## src/rtl/core/smrq_pkg.sv

```systemverilog
// Shared types and constants of the sorted multiset rank query block.
// Holds the item structs, action and status codes, and the cell chain sizing.
// No dependencies; every other file of the block imports it.
package smrq_pkg;

  // Field widths
  localparam int KEY_W  = 60;
  localparam int ACT_W  = 2;
  localparam int RANK_W = 3;
  localparam int ST_W   = 2;

  // Store sizing
  localparam int CAPACITY = 1024;
  localparam int MAX_RANK = 5;
  localparam int CNT_W    = $clog2(CAPACITY + 1);

  // Neighbor windows seen by each cell: itself plus MAX_RANK cells on each side
  localparam int WIN_W     = MAX_RANK + 1;
  localparam int WIN_IDX_W = $clog2(WIN_W);

  // Result merge: cells are ORed per group, then the groups are ORed
  localparam int GROUP_LOG  = ($clog2(CAPACITY) + 1) / 2;
  localparam int GROUP_SIZE = 1 << GROUP_LOG;
  localparam int NUM_GROUPS = (CAPACITY + GROUP_SIZE - 1) / GROUP_SIZE;

  // Action codes
  localparam logic [ACT_W-1:0] ACT_INSERT = 2'd0;
  localparam logic [ACT_W-1:0] ACT_LE     = 2'd1;
  localparam logic [ACT_W-1:0] ACT_GE     = 2'd2;

  // Status codes
  localparam logic [ST_W-1:0] ST_INSERTED = 2'd0;
  localparam logic [ST_W-1:0] ST_FOUND    = 2'd1;
  localparam logic [ST_W-1:0] ST_SHORT    = 2'd2;
  localparam logic [ST_W-1:0] ST_FULL     = 2'd3;

  typedef struct packed {
    logic [ACT_W-1:0]  action;
    logic [KEY_W-1:0]  key;
    logic [RANK_W-1:0] rank;
  } req_t;

  typedef struct packed {
    logic [ST_W-1:0]  status;
    logic [KEY_W-1:0] answer;
  } rsp_t;

  // Command broadcast to every cell of the chain
  typedef struct packed {
    logic [KEY_W-1:0]     key;
    logic                 ins;
    logic                 sel_le;
    logic [WIN_IDX_W-1:0] k;
  } cell_cmd_t;

endpackage

```

## src/rtl/core/smrq_cell.sv

```systemverilog
// One cell of the sorted chain: holds one stored value and compares it with the key.
// Shifts in its left neighbor's value on insert, flags itself as the query target.
// Depends on smrq_pkg.
module smrq_cell (
  input  logic                          clk,
  input  smrq_pkg::cell_cmd_t           cmd,
  input  logic                          live,
  input  logic [smrq_pkg::KEY_W-1:0]    prev_value,
  input  logic                          prev_gt,
  input  logic [smrq_pkg::WIN_W-1:0]    le_win,
  input  logic [smrq_pkg::WIN_W-1:0]    lt_win,
  output logic [smrq_pkg::KEY_W-1:0]    value,
  output logic                          le,
  output logic                          lt,
  output logic                          gt,
  output logic                          hit,
  output logic [smrq_pkg::KEY_W-1:0]    pick
);
  import smrq_pkg::*;

  logic [KEY_W-1:0]     value_next;
  logic [WIN_IDX_W-1:0] k_less;

  // Compare the held value with the key; an empty cell sorts above everything
  assign le = live && (value <= cmd.key);
  assign lt = live && (value < cmd.key);
  assign gt = !le;

  // Shift right where the left neighbor is above the key, take the key at the boundary
  always_comb begin
    if (prev_gt) begin
      value_next = prev_value;
    end else if (gt) begin
      value_next = cmd.key;
    end else begin
      value_next = value;
    end
  end

  always_ff @(posedge clk) begin
    if (cmd.ins) begin
      value <= value_next;
    end
  end

  // Flag the target: k-th at or below the key, or k-th at or above it
  assign k_less = cmd.k - WIN_IDX_W'(1);
  assign hit = cmd.sel_le ? (le_win[k_less] && !le_win[cmd.k])
                          : (live && lt_win[cmd.k] && !lt_win[k_less]);
  assign pick = hit ? value : '0;

endmodule

```

## config.mk

```make
export PLATFORM = sky130hd
export DESIGN_NAME = smrq_cell
export DESIGN_NICKNAME = d
export VERILOG_FILES = /design/src/rtl/core/smrq_pkg.sv /design/src/rtl/core/smrq_cell.sv
export SDC_FILE = /design/constraint.sdc
export NUM_CORES = 1
export LEC_CHECK = 0
export BUFFER_PORTS_ARGS = -buffer_cell sky130_fd_sc_hd__clkbuf_2
export CELL_PAD_IN_SITES_DETAIL_PLACEMENT = 0
export CELL_PAD_IN_SITES_GLOBAL_PLACEMENT = 2
export CORE_MARGIN = 2
export CORE_UTILIZATION = 25
export CTS_BUF_LIST = sky130_fd_sc_hd__clkbuf_8
export DETAILED_ROUTE_END_ITERATION = 6
export GPL_ROUTABILITY_DRIVEN = 0
export PLACE_DENSITY = 0.89
export SLEW_MARGIN = 10
export SYNTH_ARGS = -nofsm -noshare
export SYNTH_HDL_FRONTEND = slang
export SYNTH_SLANG_ARGS = --single-unit
export TNS_END_PERCENT = 20
```

## constraint.sdc

```tcl
create_clock -name clk -period 9.1 [get_ports clk]
set_input_delay 0.91 -clock clk [delete_from_list [all_inputs] [get_ports clk]]
set_output_delay 0.91 -clock clk [all_outputs]
set_load 0.02 [all_outputs]
```

==> run metrics, run 1 <==
top_reg_cell synth edfxtp_1; H-Tree Level Count 3; final setup vio count 0; Critical Path Sink Type primary output; net count reported at finish 973; n_diodes 0; Crit Path Max Fanout 34; Combinational Power Share 0.334; fin. max-slew vios 0; Final WS setup 4.77 ns; detailed-route DRC error count 0; CTS Buffer Depth 2; sw frac 0.358; Least-Margin Pin Slew 0.917 ns; Seq/Total Area, Yosys 0.392; status complete, no violations; router iterations before antenna repair 5; Hold WC Path Type primary input to register; clock share of power 0.233; largest reg by FF count value; first-iteration detailed-routing DRC count 169; Data required, critical path 8.19 ns; number of synthesized flops with an enable pin 60; dpl ws 4.65 ns; final design utilization 0.350; chip width 140 um; worst rel slew slack 0.386; Worst Skew 0.00844 ns; Pint 0.543 mW; RSZ-0062 raised after global routing false; first-pass GRT wire length 22300 um; core area 18000 um^2; Routed WL 14400 um; Vias/cell 4.37; max_cap viols 0; Synth Register Bits 60; Placement Cell Area 6150 um^2; sequential power share 0.433; maximum vdd drop 71.3 uV; post-DP HPWL 11800 um; Die ar. 19500 um^2; share of the synthesized area in the top cell type 0.392; Power Dens Cells 134 nW/um^2; Yosys top cell by area edfxtp_1; max reg flops 60; CTS root buf clkbuf_8; Leak 3.28 nW; Final Power 0.845 mW; mapped cell area 4600 um^2; share of cells above drive strength 1 0.369; crit path time final 4.33 ns; Sink Count 60; initial core utilization 0.255; CP Launch Type primary input; initial antenna violation count 0; post-cts sizing count 0; biggest regs value x60; Distinct cells, synth 34; Synth area leaders edfxtp_1 39%, ha_1 17%, and2_1 8.2%; hold_buf cts 0; post-route cell area 6300 um^2; input/output buffers 263; syn_nets 716; Reg clk slew, reported paths 0.07 ns; FMAX 231 MHz; crit path kind primary input to primary output; WL/cell 14.3 um; Yosys warning total 0; mean post-synth cell area 8.93 um^2; pin count of the biggest net entering global routing 72; setup bufs post-CTS 0; # rows 49; All-Layer GR Usage 0.147; Synth async-reset ratio 0; Min Hold Slack 0.831 ns; final worst path period share 0.476; placed cells 990; final total negative setup slack 0 ns; Post-DRT Antenna Nets 0; Critical Path AT 3.42 ns; final hold vios 0; TritonCTS Buffers 9; vias in the first global route 4233; Die H 140 um; CTS tree done; P&R area growth vs syn 37.0%; routed vias 4393; IO Pins 264; GRT overflow 0; Mapped Cells 515; Psw 0.302 mW; clock latency on the worst-skew pair 0.35 ns; FILL cells 1893; Cell Count, Final, Fillers Out 1005
-- worst paths after layout --
check	to	slack (ns)	cells after the start	start
setup / recovery	pick[28]	4.77	10	cmd[0]
hold / removal	value[25]	0.83	3	prev_value[25]
setup reg to reg	value[9]	5.29	8	value[57]
hold reg to reg	value[1]	1.59	6	value[2]
-- per-layer routing --
metal,global-route usage,vias up,wire length (um)
met1,0.183,1929,6310
met4,0.0405,0,192
met5,0,-,0
li1,-,2297,-
met2,0.251,154,6950
met3,0.0403,13,916
-- cells by family (layout without fill, tap and decap cells) --
group                    after synthesis  in the layout  synth area share
AO/OA/AOI/OAI                        113            113             0.131
XOR/XNOR                               1              1           0.00190
adder cells (fa/ha/maj)               61             61             0.166
buffers and inverters                 87            348            0.0748
flip-flops                            60             60             0.392
multiplexers                          10             10            0.0329
AND/OR/NAND/NOR                      183            183             0.202
-- Yosys cell counts (5+ instances only) --
| master | n |
|---|---|
| nand4_1 | 13 |
| and2_1 | 60 |
| clkbuf_2 | 5 |
| edfxtp_1 | 60 |
| mux2i_1 | 5 |
| nor2_1 | 8 |
| a21oi_1 | 25 |
| clkbuf_1 | 13 |
| nand2_1 | 80 |
| nand3_1 | 7 |
| inv_1 | 67 |
| ha_1 | 61 |
| nor3_1 | 5 |
| o21ai_0 | 75 |
-- worst max-delay path, stage by stage --
cell and delay, ns:
clkbuf_2 0.26, inv_1 0.08, ha_1 0.37, mux4_2 0.31, nand2_1 0.08, nand4b_1 0.13
o21ai_4 0.55, buf_4 0.39, and2_1 0.17, clkbuf_2 0.16
-- area by class of cell --
cell class / instances / area (um^2) / area share
clock buffer: 9 / 124 / 0.0197
inverter: 67 / 251 / 0.0399
timing repair buffer: 266 / 1340 / 0.213
tap: 229 / 287 / 0.0455
sequential: 60 / 1800 / 0.286
multi-input combinational: 368 / 2470 / 0.392
clock inverter: 6 / 25.0 / 0.00397
-- layout by cell type, fill, tap and decap left out --
| cell type | count |
|---|---|
| and2_1 | 60 |
| a22oi_1 | 1 |
| mux2i_1 | 5 |
| xnor2_1 | 1 |
| nand2_1 | 80 |
| clkinv_1 | 2 |
| clkbuf_2 | 262 |
| edfxtp_1 | 60 |
| a41oi_1 | 1 |
| o21ai_0 | 74 |
| inv_1 | 69 |
| a21oi_1 | 25 |
| o211ai_1 | 2 |
| buf_4 | 4 |
| ha_1 | 61 |
| or2_1 | 1 |
| mux2_2 | 1 |
| nor3_1 | 5 |
| mux4_2 | 4 |
| a211oi_1 | 2 |
| nand4b_1 | 1 |
| a21o_1 | 1 |
| and4_1 | 1 |
| a31oi_1 | 1 |
| nand4_1 | 13 |
| nor4_1 | 1 |
| nand2b_1 | 4 |
| clkinv_2 | 2 |
| nor4_2 | 2 |
| clkbuf_8 | 9 |
| nor2_1 | 8 |
| a221oi_1 | 3 |
| nand3_1 | 7 |
| o21ai_4 | 2 |
| a22o_1 | 1 |
-- power groups by stage --
stage	combinational (mW)	sequential (mW)	clock, mW
4_1_cts	0.288	0.368	0.209
2_1_floorplan	0.145	0.401	0
3_3_place_gp	0.286	0.373	0
3_5_place_dp	0.287	0.374	0
6_report	0.282	0.366	0.196
5_1_grt	0.317	0.371	0.218
Power figures use the tool's default switching activity.
==> run 2: changes to the inputs <==
==> constraint.sdc (replaced) <==
create_clock -name clk -period 4.2 [get_ports clk]
set_input_delay 0.42 -clock clk [delete_from_list [all_inputs] [get_ports clk]]
set_output_delay 0.42 -clock clk [all_outputs]
set_load 0.02 [all_outputs]
==> run metrics, run 2 (same netlist as run 1, synthesis figures left out) <==
Least-Margin Pin Slew 0.653 ns (was 0.917 ns); GRT overflow 0 (unchanged); All-Layer GR Usage 0.146 (was 0.147); worst rel slew slack 0.565 (was 0.386); Vias/cell 4.41 (was 4.37); WL/cell 14.2 um (was 14.3 um); post-cts sizing count 0 (unchanged); net count reported at finish 974 (was 973); placed cells 991 (was 990); Routed WL 14300 um (was 14400 um); initial antenna violation count 0 (unchanged); final total negative setup slack 0 ns (unchanged); CTS root buf clkbuf_8 (unchanged); fin. max-slew vios 0 (unchanged); Reg clk slew, reported paths 0.07 ns (about the same); first-iteration detailed-routing DRC count 194 (was 169); FILL cells 1909 (was 1893); Final WS setup 0.812 ns (was 4.77 ns); crit path time final 3.39 ns; final hold vios 0 (unchanged); final design utilization 0.352 (was 0.350); Critical Path AT 2.97 ns (was 3.42 ns); dpl ws 0.827 ns (was 4.65 ns); vias in the first global route 4402 (was 4233); final setup vio count 0 (unchanged); Hold WC Path Type primary input to register (unchanged); setup bufs post-CTS 0 (unchanged); Min Hold Slack 0.350 ns (was 0.831 ns); H-Tree Level Count 3 (unchanged); router iterations before antenna repair 4 (was 5); Post-DRT Antenna Nets 0 (unchanged); initial core utilization 0.255 (unchanged); Leak 3.30 nW (was 3.28 nW); Power Dens Cells 291 nW/um^2 (was 134 nW/um^2); Crit Path Max Fanout 4 (was 34); first-pass GRT wire length 22500 um (was 22300 um); largest reg by FF count value (unchanged); Die ar. 19500 um^2 (unchanged); CP Launch Type register (was primary input); post-DP HPWL 11800 um (about the same); post-route cell area 6340 um^2 (was 6300 um^2); core area 18000 um^2 (unchanged); pin count of the biggest net entering global routing 71 (was 72); max_cap viols 0 (unchanged); hold depth 3 (unchanged); critical hold path startpoint prev_value[36] (was prev_value[25]); TritonCTS Buffers 9 (unchanged); # rows 49 (unchanged); routed vias 4434 (was 4393); max reg flops 60 (unchanged); most frequent cells in the layout 262 x clkbuf_2, 80 x nand2_1, 74 x o21ai_0 (unchanged); Cell Count, Final, Fillers Out 1006 (was 1005); Sink Count 60 (unchanged); RR Startpoint value[42] (was value[57]); IO Pins 264 (unchanged); n_diodes 0 (unchanged); CTS Buffer Depth 2 (unchanged); Die H 140 um (unchanged); detailed-route DRC error count 0 (unchanged); Worst Reg-to-Reg Cells 8 (unchanged); RSZ-0062 raised after global routing false (unchanged); CTS tree done (unchanged); final worst path period share 0.807; FMAX 295 MHz; maximum vdd drop 104 uV (was 71.3 uV); input/output buffers 263 (unchanged); CP startpoint value[42] (was cmd[0]); clock latency on the worst-skew pair 0.34 ns (was 0.35 ns); crit path kind register to primary output (was primary input to primary output); share of cells above drive strength 1 0.369 (about the same); hold_buf cts 0 (unchanged); chip width 140 um (unchanged); commonest non-fill, non-tap cell in the layout clkbuf_2 (unchanged); Placement Cell Area 6190 um^2 (was 6150 um^2); Data required, critical path 3.78 ns (was 8.19 ns); Worst Skew 0.00747 ns (was 0.00844 ns); Critical Path Sink Type primary output (unchanged); P&R area growth vs syn 37.7% (was 37.0%); Final Power 1.84 mW (was 0.845 mW); biggest regs value x60 (unchanged); status complete, no violations (unchanged)
run 2: report_power, final:
part | switching (mW) | total (mW) | internal [mW]
sequential | 0.0507 | 0.790 | 0.739
clock | 0.228 | 0.429 | 0.200
combinational | 0.382 | 0.625 | 0.243
run 2: worst max-delay path, stage by stage, from the launching register on:
cell	delay, ns
edfxtp_1	0.42
ha_1	0.36
a21oi_1	0.19
nand2_1	0.09
a221oi_1	0.42
o211ai_1	0.18
a211oi_1	0.60
or2_1	0.20
clkbuf_2	0.18
run 2: final cells by class:
class,instances,area (um^2),share of cell area
timing repair buffer,267,1370,0.217
clock buffer,9,124,0.0195
inverter,67,251,0.0397
clock inverter,6,25.0,0.00395
tap,229,287,0.0452
multi-input combinational,368,2470,0.390
sequential,60,1800,0.284
run 2: final timing paths:
kind	slack, ns	to
setup / recovery	0.81	le
hold / removal	0.35	value[36]
setup reg to reg	0.94	value[22]
hold reg to reg	1.47	value[1]
run 2: routing by layer:
layer / track usage / part of all wire
met1: 0.184 / 0.45
met2: 0.253 / 0.48
met3: 0.0292 / 0.061
met4: 0.0479 / 0.014
met5: 0 / 0
